===== config.mk =====
export PLATFORM = sky130hd
export DESIGN_NAME = bitmap_best_fit_block_allocator
export DESIGN_NICKNAME = d
export VERILOG_FILES = /design/src/rtl/bbfa_pkg.sv /design/src/rtl/bbfa_div.sv /design/src/rtl/bbfa_map.sv /design/src/rtl/bitmap_best_fit_block_allocator.sv
export VERILOG_INCLUDE_DIRS = /design/src /design/src/rtl
export SDC_FILE = /design/constraint.sdc
export NUM_CORES = 2
export LEC_CHECK = 0
export BUFFER_PORTS_ARGS = -buffer_cell sky130_fd_sc_hd__buf_4
export CAP_MARGIN = 20
export CELL_PAD_IN_SITES_DETAIL_PLACEMENT = 0
export CELL_PAD_IN_SITES_GLOBAL_PLACEMENT = 1
export CORE_MARGIN = 2
export CORE_UTILIZATION = 45
export CTS_CLUSTER_DIAMETER = 120
export DETAILED_ROUTE_END_ITERATION = 6
export PLACE_DENSITY = 0.77
export SLEW_MARGIN = 5
export SYNTH_ARGS = -nofsm -noshare
export SYNTH_HDL_FRONTEND = slang
export SYNTH_SLANG_ARGS = --single-unit

===== constraint.sdc =====
create_clock -name clk -period 38.7 [get_ports clk]
set_input_delay 7.74 -clock clk [delete_from_list [all_inputs] [get_ports clk]]
set_output_delay 7.74 -clock clk [all_outputs]
set_load 0.02 [all_outputs]

===== src/rtl/bitmap_best_fit_block_allocator_defines.svh =====
// Assertion macros shared by the allocator RTL.
`ifndef BITMAP_BEST_FIT_BLOCK_ALLOCATOR_DEFINES_SVH
`define BITMAP_BEST_FIT_BLOCK_ALLOCATOR_DEFINES_SVH

// Same-cycle implication, checked outside reset.
`define BBFA_ASSERT_NOW(lbl, ante, cons) \
  lbl: assert property (@(posedge clk) disable iff (rst) (ante) |-> (cons)) \
    else $error("allocator check failed");

// Next-cycle implication, checked outside reset.
`define BBFA_ASSERT_NEXT(lbl, ante, cons) \
  lbl: assert property (@(posedge clk) disable iff (rst) (ante) |=> (cons)) \
    else $error("allocator check failed");

`endif


===== src/rtl/bbfa_pkg.sv =====
package bbfa_pkg;

  localparam int DEF_MAX_BLOCKS = 1024;
  localparam int BS_W           = 17;
  localparam int BIU_W          = 11;
  localparam int DVD_W          = 33;
  localparam int CFG_IDX_W      = 2;

  localparam logic [CFG_IDX_W-1:0] REG_BLOCK_SIZE    = 2'd0;
  localparam logic [CFG_IDX_W-1:0] REG_BLOCKS_IN_USE = 2'd1;

  localparam logic [BS_W-1:0]  BS_RESET  = 17'd4096;
  localparam logic [BIU_W-1:0] BIU_RESET = 11'd1024;

  typedef enum logic [1:0] {
    ST_OK      = 2'd0,
    ST_NOFIT   = 2'd1,
    ST_BADARG  = 2'd2,
    ST_NOTHING = 2'd3
  } status_t;

  typedef enum logic [3:0] {
    S_IDLE,
    S_DIV,
    S_SCAN,
    S_SCAN_END,
    S_MUL,
    S_MARK,
    S_FREE_RD,
    S_FREE_CHK,
    S_DONE
  } state_t;

  typedef struct packed {
    logic        action;
    logic [31:0] request_size;
    logic [31:0] free_offset;
  } req_t;

  typedef struct packed {
    logic [31:0] granted_offset;
    logic [10:0] block_total;
    status_t     status;
  } rsp_t;

endpackage


===== src/rtl/bbfa_div.sv =====
module bbfa_div (
  input  logic                      clk,
  input  logic                      rst,
  input  logic                      start,
  input  logic [bbfa_pkg::DVD_W-1:0] dividend,
  input  logic [bbfa_pkg::BS_W-1:0]  divisor,
  output logic                      done,
  output logic [bbfa_pkg::DVD_W-1:0] quotient,
  output logic [bbfa_pkg::BS_W-1:0]  remainder
);
  import bbfa_pkg::*;

  localparam int CW = $clog2(DVD_W + 1);

  logic [CW-1:0]    cnt;
  logic             busy;
  logic [DVD_W-1:0] quo;
  logic [BS_W-1:0]  rem;
  logic [BS_W-1:0]  dvs;
  logic [BS_W:0]    rem_sh;
  logic [BS_W:0]    rem_sub;

  assign rem_sh  = {rem, quo[DVD_W-1]};
  assign rem_sub = rem_sh - {1'b0, dvs};

  always_ff @(posedge clk) begin
    if (rst) begin
      busy <= 1'b0;
      done <= 1'b0;
      cnt  <= '0;
    end else begin
      done <= 1'b0;
      if (start) begin
        busy <= 1'b1;
        cnt  <= CW'(DVD_W);
      end else if (busy) begin
        cnt <= cnt - 1'b1;
        if (cnt == CW'(1)) begin
          busy <= 1'b0;
          done <= 1'b1;
        end
      end
    end
  end

  always_ff @(posedge clk) begin
    if (start) begin
      quo <= dividend;
      rem <= '0;
      dvs <= divisor;
    end else if (busy) begin
      if (rem_sh >= {1'b0, dvs}) begin
        rem <= rem_sub[BS_W-1:0];
        quo <= {quo[DVD_W-2:0], 1'b1};
      end else begin
        rem <= rem_sh[BS_W-1:0];
        quo <= {quo[DVD_W-2:0], 1'b0};
      end
    end
  end

  assign quotient  = quo;
  assign remainder = rem;

endmodule


===== src/rtl/bbfa_map.sv =====
module bbfa_map #(
  parameter int MAX_BLOCKS = bbfa_pkg::DEF_MAX_BLOCKS,
  parameter int AW         = $clog2(MAX_BLOCKS)
) (
  input  logic          clk,
  input  logic          rst,
  input  logic          rd_en,
  input  logic [AW-1:0] rd_addr,
  output logic          rd_data,
  input  logic          wr_en,
  input  logic [AW-1:0] wr_addr,
  input  logic          wr_data,
  output logic          ready
);
  logic          mem [MAX_BLOCKS];
  logic          clearing;
  logic [AW-1:0] clr_ptr;

  always_ff @(posedge clk) begin
    if (rst) begin
      clearing <= 1'b1;
      clr_ptr  <= '0;
    end else if (clearing) begin
      clr_ptr <= clr_ptr + 1'b1;
      if (clr_ptr == AW'(MAX_BLOCKS - 1)) begin
        clearing <= 1'b0;
      end
    end
  end

  always_ff @(posedge clk) begin
    if (clearing) begin
      mem[clr_ptr] <= 1'b0;
    end else if (wr_en) begin
      mem[wr_addr] <= wr_data;
    end
  end

  always_ff @(posedge clk) begin
    if (rd_en) begin
      rd_data <= mem[rd_addr];
    end
  end

  assign ready = !clearing;

endmodule


===== src/rtl/bitmap_best_fit_block_allocator.sv =====
// Best-fit block allocator over a one-bit-per-block used map held in a
// synchronous RAM. One request is in flight at a time. After reset the RAM is
// swept clear before the first request is taken. An allocate runs a serial
// division, streams the map once, forms the offset in S_SCAN_END and S_MUL,
// then marks each granted block. A free runs the division, then reads and
// clears each used block in turn (read, then write back).
`include "bitmap_best_fit_block_allocator_defines.svh"
module bitmap_best_fit_block_allocator #(
  parameter int MAX_BLOCKS = bbfa_pkg::DEF_MAX_BLOCKS
) (
  input  logic                          clk,
  input  logic                          rst,
  input  logic                          req_valid,
  output logic                          req_stall,
  input  bbfa_pkg::req_t                req,
  output logic                          rsp_valid,
  input  logic                          rsp_stall,
  output bbfa_pkg::rsp_t                rsp,
  input  logic                          cfg_valid,
  output logic                          cfg_ready,
  input  logic [bbfa_pkg::CFG_IDX_W-1:0] cfg_index,
  input  logic [bbfa_pkg::BS_W-1:0]      cfg_data
);
  import bbfa_pkg::*;

  localparam int AW = $clog2(MAX_BLOCKS);
  localparam int LW = $clog2(MAX_BLOCKS + 1);

  state_t           state, state_next;
  logic [BS_W-1:0]  bs;
  logic [BIU_W-1:0] biu;
  logic [LW-1:0]    lim;

  logic             act, act_next;
  logic [DVD_W-1:0] need, need_next;
  logic [DVD_W:0]   want, want_next;
  logic             cur_val, cur_val_next;
  logic [LW-1:0]    run_len, run_len_next;
  logic [LW-1:0]    run_start, run_start_next;
  logic [LW-1:0]    best_len, best_len_next;
  logic [LW-1:0]    best_start, best_start_next;
  logic [LW-1:0]    p, p_next;
  logic             rv, rv_next;
  logic [LW-1:0]    raddr_d, raddr_d_next;
  logic [LW-1:0]    ptr, ptr_next;
  logic [LW-1:0]    cnt, cnt_next;
  logic [31:0]      prod, prod_next;
  rsp_t             res, res_next;
  rsp_t             rsp_next;
  logic             rsp_valid_next;

  logic             div_start;
  logic [DVD_W-1:0] div_dvd;
  logic             div_done;
  logic [DVD_W-1:0] div_q;
  logic [BS_W-1:0]  div_r;

  logic             rd_en, rd_data, wr_en, wr_data, map_ready;
  logic [AW-1:0]    rd_addr, wr_addr;

  logic             cand;
  logic             issue;
  logic [LW-1:0]    first;
  logic [LW+BS_W-1:0] mul_prod;

  always_comb begin
    if (32'(biu) > 32'(MAX_BLOCKS)) begin
      lim = LW'(MAX_BLOCKS);
    end else begin
      lim = LW'(biu);
    end
  end

  assign cfg_ready = (state == S_IDLE);

  always_ff @(posedge clk) begin
    if (rst) begin
      bs  <= BS_RESET;
      biu <= BIU_RESET;
    end else if (cfg_valid && cfg_ready) begin
      case (cfg_index)
        REG_BLOCK_SIZE:    bs  <= cfg_data;
        REG_BLOCKS_IN_USE: biu <= cfg_data[BIU_W-1:0];
        default: ;
      endcase
    end
  end

  bbfa_div u_div (
    .clk       (clk),
    .rst       (rst),
    .start     (div_start),
    .dividend  (div_dvd),
    .divisor   (bs),
    .done      (div_done),
    .quotient  (div_q),
    .remainder (div_r)
  );

  bbfa_map #(
    .MAX_BLOCKS (MAX_BLOCKS),
    .AW         (AW)
  ) u_map (
    .clk     (clk),
    .rst     (rst),
    .rd_en   (rd_en),
    .rd_addr (rd_addr),
    .rd_data (rd_data),
    .wr_en   (wr_en),
    .wr_addr (wr_addr),
    .wr_data (wr_data),
    .ready   (map_ready)
  );

  assign req_stall = !(state == S_IDLE && map_ready);
  assign cand      = !cur_val && ({{(DVD_W + 1 - LW){1'b0}}, run_len} >= want) &&
                     (best_len == '0 || run_len < best_len);
  assign issue     = p < lim;
  assign first     = best_start + 1'b1;
  assign mul_prod  = (LW + BS_W)'(first) * (LW + BS_W)'(bs);

  always_ff @(posedge clk) begin
    if (rst) begin
      state     <= S_IDLE;
      rsp_valid <= 1'b0;
      rv        <= 1'b0;
    end else begin
      state     <= state_next;
      rsp_valid <= rsp_valid_next;
      rv        <= rv_next;
    end
  end

  always_ff @(posedge clk) begin
    act        <= act_next;
    need       <= need_next;
    want       <= want_next;
    cur_val    <= cur_val_next;
    run_len    <= run_len_next;
    run_start  <= run_start_next;
    best_len   <= best_len_next;
    best_start <= best_start_next;
    p          <= p_next;
    raddr_d    <= raddr_d_next;
    ptr        <= ptr_next;
    cnt        <= cnt_next;
    prod       <= prod_next;
    res        <= res_next;
    rsp        <= rsp_next;
  end

  always_comb begin
    state_next      = state;
    act_next        = act;
    need_next       = need;
    want_next       = want;
    cur_val_next    = cur_val;
    run_len_next    = run_len;
    run_start_next  = run_start;
    best_len_next   = best_len;
    best_start_next = best_start;
    p_next          = p;
    rv_next         = 1'b0;
    raddr_d_next    = raddr_d;
    ptr_next        = ptr;
    cnt_next        = cnt;
    prod_next       = prod;
    res_next        = res;
    rsp_next        = rsp;
    rsp_valid_next  = rsp_valid && rsp_stall;
    div_start       = 1'b0;
    div_dvd         = {1'b0, req.free_offset};
    rd_en           = 1'b0;
    rd_addr         = p[AW-1:0];
    wr_en           = 1'b0;
    wr_addr         = ptr[AW-1:0];
    wr_data         = 1'b0;

    case (state)
      S_IDLE: begin
        if (req_valid && !req_stall) begin
          act_next = req.action;
          res_next = '{granted_offset: '0, block_total: '0, status: ST_OK};
          if (bs == '0 || (!req.action && req.request_size == '0)) begin
            res_next.status = ST_BADARG;
            state_next      = S_DONE;
          end else begin
            div_start = 1'b1;
            if (!req.action) begin
              div_dvd = {1'b0, req.request_size} + DVD_W'(bs) - DVD_W'(1);
            end
            state_next = S_DIV;
          end
        end
      end
      S_DIV: begin
        if (div_done) begin
          if (!act) begin
            need_next       = div_q;
            want_next       = {1'b0, div_q} + (DVD_W + 1)'(2);
            cur_val_next    = 1'b1;
            run_len_next    = '0;
            run_start_next  = '0;
            best_len_next   = '0;
            best_start_next = '0;
            p_next          = '0;
            state_next      = S_SCAN;
          end else if (div_r != '0) begin
            res_next.status = ST_BADARG;
            state_next      = S_DONE;
          end else if (div_q >= DVD_W'(lim)) begin
            res_next.status = ST_NOTHING;
            state_next      = S_DONE;
          end else begin
            ptr_next   = div_q[LW-1:0];
            cnt_next   = '0;
            state_next = S_FREE_RD;
          end
        end
      end
      S_SCAN: begin
        if (issue) begin
          rd_en        = 1'b1;
          p_next       = p + 1'b1;
          rv_next      = 1'b1;
          raddr_d_next = p;
        end
        if (rv) begin
          if (rd_data == cur_val) begin
            run_len_next = run_len + 1'b1;
          end else begin
            if (cand) begin
              best_len_next   = run_len;
              best_start_next = run_start;
            end
            cur_val_next   = rd_data;
            run_start_next = raddr_d;
            run_len_next   = LW'(1);
          end
        end
        if (!issue && !rv) begin
          state_next = S_SCAN_END;
        end
      end
      S_SCAN_END: begin
        if (cand) begin
          best_len_next   = run_len;
          best_start_next = run_start;
        end
        if (cand || best_len != '0) begin
          state_next = S_MUL;
        end else begin
          res_next.status = ST_NOFIT;
          state_next      = S_DONE;
        end
      end
      S_MUL: begin
        prod_next                = mul_prod[31:0];
        cnt_next                 = '0;
        res_next.block_total     = need[10:0];
        state_next               = S_MARK;
      end
      S_MARK: begin
        wr_en   = 1'b1;
        wr_data = 1'b1;
        wr_addr = AW'(first + cnt);
        cnt_next = cnt + 1'b1;
        if (cnt == need[LW-1:0] - 1'b1) begin
          res_next.granted_offset = prod;
          state_next              = S_DONE;
        end
      end
      S_FREE_RD: begin
        if (ptr < lim) begin
          rd_en      = 1'b1;
          rd_addr    = ptr[AW-1:0];
          state_next = S_FREE_CHK;
        end else begin
          res_next.block_total = 11'(cnt);
          res_next.status      = (cnt == '0) ? ST_NOTHING : ST_OK;
          state_next           = S_DONE;
        end
      end
      S_FREE_CHK: begin
        if (rd_data) begin
          wr_en      = 1'b1;
          wr_data    = 1'b0;
          ptr_next   = ptr + 1'b1;
          cnt_next   = cnt + 1'b1;
          state_next = S_FREE_RD;
        end else begin
          res_next.block_total = 11'(cnt);
          res_next.status      = (cnt == '0) ? ST_NOTHING : ST_OK;
          state_next           = S_DONE;
        end
      end
      S_DONE: begin
        if (!rsp_valid || !rsp_stall) begin
          rsp_next       = res;
          rsp_valid_next = 1'b1;
          state_next     = S_IDLE;
        end
      end
      default: state_next = S_IDLE;
    endcase
  end

  `BBFA_ASSERT_NOW(a_err_zero, rsp_valid && rsp.status != ST_OK, rsp.granted_offset == '0 && rsp.block_total == '0)
  `BBFA_ASSERT_NOW(a_mark_sets, state == S_MARK, wr_en && wr_data)
  `BBFA_ASSERT_NEXT(a_chk_after_rd, state == S_FREE_RD && ptr < lim, state == S_FREE_CHK)
  `BBFA_ASSERT_NOW(a_no_req_busy, state != S_IDLE, req_stall)

endmodule

==> metrics.md <==
| Metric | Value |
|---|---|
| Initial antenna violation count | `2` |
| DIE WIDTH | `405 um` |
| Hold Path Cell Cnt | `0` |
| Area after DPL | `75000 um2` |
| Simple-Gate Fraction of Synth Area | `0.200` |
| Power Density | `42.9 nW/um2` |
| Worst min path class | `reg2reg` |
| Compound-cell area share of the yosys netlist | `0.0691` |
| Initial Util | `0.452` |
| 1st-pass router iterations | `6` |
| CP endpoint kind | `register` |
| Largest fanout on the critical path | `3` |
| Post-DR vias/cell | `5.85` |
| # fillers | `14500` |
| Post-CTS setup buffers | `0` |
| CP Depth | `17` |
| Crit-path slowest cell | `a2111oi_0` |
| Setup WS post-layout | `27630 ps` |
| Wire per inst | `22.6 um` |
| HPWL after detailed placement | `129000 um` |
| Clock Path Buffers | `3` |
| TNS Setup | `0 ps` |
| #FFs+latches synth | `1389` |
| Clk slew on worst S/H paths | `60 ps` |
| Final antenna-violating net count | `0` |
| Row cnt | `147` |
| Sequential cell area fraction in the yosys report | `0.567` |
| # clock sinks | `1389` |
| All-Layer GR Usage | `0.249` |
| Final Critical Period | `11070 ps` |
| Cells after Synth | `6925` |
| Switching share of power | `0.245` |
| Top cells by area, synth | `edfxtp_1 55%, nand2_1 6.3%, nor2_1 4.3%, nor3_1 3.9%, fa_1 3.8%` |
| Combinational power share | `0.091` |
| Worst r2r path cells | `18` |
| Hold-fix buffer count after cts | `0` |
| Worst Max-Slew Pin Slew | `1300 ps` |
| Synthesis Warnings | `0` |
| Post-cts sizing count | `0` |
| Die Area | `164000 um2` |
| Nets | `7290` |
| Gp weighted congestion | `0.882` |
| IO Port Bufs | `132` |
| CP top delay family | `compound AO/OA/AOI/OAI gates` |
| Ys flop type | `edfxtp_1` |
| NetSw | `841 uW` |
| Mapped Avg Cell Area | `10.4 um2` |
| Fin. Hold Viols | `0` |
| Place WS | `26930 ps` |
| Vias in the first global route | `50800` |
| Final Max Slew Viols | `0` |
| Fmax | `90.3 MHz` |
| Int Pwr | `2.59 mW` |
| Worst Skew | `41.8 ps` |
| DR iter-0 viols | `5914` |
| Main combinational cell family by area after synthesis | `simple AND/OR/NAND/NOR gates` |
| Unique masters post-synth | `82` |
| Static Leakage | `27.5 nW` |
| Crit Path Class | `in2reg` |
| Multi-input logic area | `28400 um2` |
| Pwr Total | `3.43 mW` |
| Die Y-Extent | `405 um` |
| Slew headroom | `0.133` |
| Largest net degree at the start of global routing | `281` |
| Crit-path max cell delay | `660 ps` |
| Adder-Cell Fraction of Synth Area | `0.0743` |
| Core area | `160000 um2` |
| Max IR drop VDD | `0.0000461 V` |
| Layout cell share with drive strength beyond 1 | `0.0730` |
| Mapped Area | `72300 um2` |
| Post-synth ARST share | `0` |
| Worst EP arrival | `11600 ps` |
| Final wirelength | `205000 um` |
| Post-synthesis xor/xnor area fraction | `0.0196` |
| Tcrit/Tclk final | `0.286` |
| Root buf cell | `clkbuf_16` |
| Grt ovf | `0` |
| Global-route wire length before repair | `313000 um` |
| Largest area contributor in the netlist | `edfxtp_1` |
| Outcome | `finished, final reports clean` |
| Final Cell Area | `80100 um2` |
| Post-synth EDFFs | `1319` |
| TritonCTS clock tree | `built` |
| # DRC | `0` |
| CP required | `39230 ps` |
| RSZ-0062 raised after global routing | `no` |
| Reg power frac | `0.485` |
| Total CTS buffers | `153` |
| Share of cell area taken by muxes after synthesis | `0.0253` |
| H-tree Lvls | `4` |
| Post-synth top area share | `0.548` |
| # IOs | `137` |
| Storage cell area | `41000 um2` |
| Area grow syn2layout | `10.8%` |
| Clock network power share | `0.424` |
| Clk_lat worst skew | `800 ps` |
| CP bufs+invs | `3` |
| Total of max-cap violations | `0` |
| Startpoint Class | `primary input` |
| Setup Viol. Count Final | `0` |
| Vias | `53000` |
| CP cell instances | `buf_4 -> inv_1 -> ha_1 -> inv_1 -> ha_1 -> a21o_1 -> a21o_1 -> a2111oi_0 -> nor4_1 -> o21ai_0 -> a211o_1 -> a211o_1 -> a21oi_1 -> o31a_1 -> o41ai_1 -> xnor2_1 -> o21ai_0` |
==> through the flow <==
stage,util,instances,hold slack [ps]
6_report,0.500,9070,414
5_1_grt,0.500,9069,419
4_1_cts,0.500,9065,411
3_5_place_dp,0.469,8781,405
3_3_place_gp,0.469,8780,403
2_1_floorplan,-,6928,400
==> cells in the final DEF (no fill, tap or decap), drive strengths merged, types with 12 or more instances in the layout <==
master,count
bufinv,12
clkinv,71
or3,16
a211oi,34
and2,78
o211ai,12
a2111oi,12
ha,210
inv,327
a32oi,40
nor2b,19
nor2,834
a21o,39
nand3,333
nand2,1218
clkbuf,189
buf,240
nor3,565
fa,137
nand2b,25
mux2i,178
a31oi,93
xor2,77
nand4,28
o221ai,26
nor4,55
a311oi,12
o22ai,33
o21ai,115
and3,76
o41ai,12
dfxtp,70
edfxtp,1319
o21a,23
a21oi,209
xnor2,85
==> layer usage <==
metal | up-vias | part of all wire | track usage
li1 | 24300 | - | -
met1 | 26300 | 0.42 | 0.343
met2 | 2000 | 0.47 | 0.400
met3 | 365 | 0.073 | 0.0381
met4 | 0 | 0.035 | 0.0894
met5 | - | 0 | 0
==> kinds of logic (layout without fill, tap and decap cells) <==
kind of cell | Yosys count | count (layout)
buffers and inverters | 788 | 843
adder cells (fa/ha/maj) | 347 | 347
AO/OA/AOI/OAI | 759 | 759
flip-flops | 1389 | 1389
XOR/XNOR | 162 | 162
multiplexers | 182 | 182
AND/OR/NAND/NOR | 3297 | 3297
other | 1 | 5
==> worst paths after layout <==
| kind | slack (ps) | to | startpoint |
|---|---|---|---|
| max | 27630 | u_div.quotient[32]$_DFFE_PP_ | req[34] |
| min | 410 | rsp[37]$_DFFE_PP_ | res[37]$_SDFFCE_PN0P_ |
| max reg2reg | 30910 | u_map.rd_data$_DFFE_PP_ | biu[10]$_SDFFE_PP1P_ |
| min reg2reg | 410 | rsp[37]$_DFFE_PP_ | res[37]$_SDFFCE_PN0P_ |
==> cells in the mapped netlist (70+ instances only) <==
master and number:
a21oi_1 208, a31oi_1 92, and2_1 78, and3_1 76
buf_2 129, clkbuf_1 303, dfxtp_1 70, edfxtp_1 1319
fa_1 137, ha_1 210, inv_1 316, mux2i_1 178
nand2_1 1217, nand3_1 333, nor2_1 834, nor3_1 565
o21ai_0 111, xnor2_1 85, xor2_1 77
==> area by class of cell <==
type | instances | area share
Clock inverter | 95 | 0.0124
Timing Repair Buffer | 240 | 0.0236
Multi-Input combinational cell | 4751 | 0.354
Antenna cell | 1 | 0.0000313
Inverter | 319 | 0.0150
Clock buffer | 189 | 0.0498
Tap cell | 2086 | 0.0326
Sequential cell | 1389 | 0.512
==> registers in the layout, indices dropped and copies added (netlist names), 17 cells and up <==
register and cells:
u_map.mem 1024, res 41, rsp 41, u_div.quotient 33, want 33, prod 28, bs 17, u_div.dvs 17
u_div.remainder 17
==> power by group through the flow <==
stage	combinational, mW	sequential [mW]	clock, mW
after global placement	0.307	1.70	0
final	0.313	1.66	1.45
after CTS	0.313	1.66	1.47
after global routing	0.350	1.67	1.53
after detailed placement	0.311	1.70	0
after floorplan	0.225	1.69	0
Power figures use the tool's default switching activity.
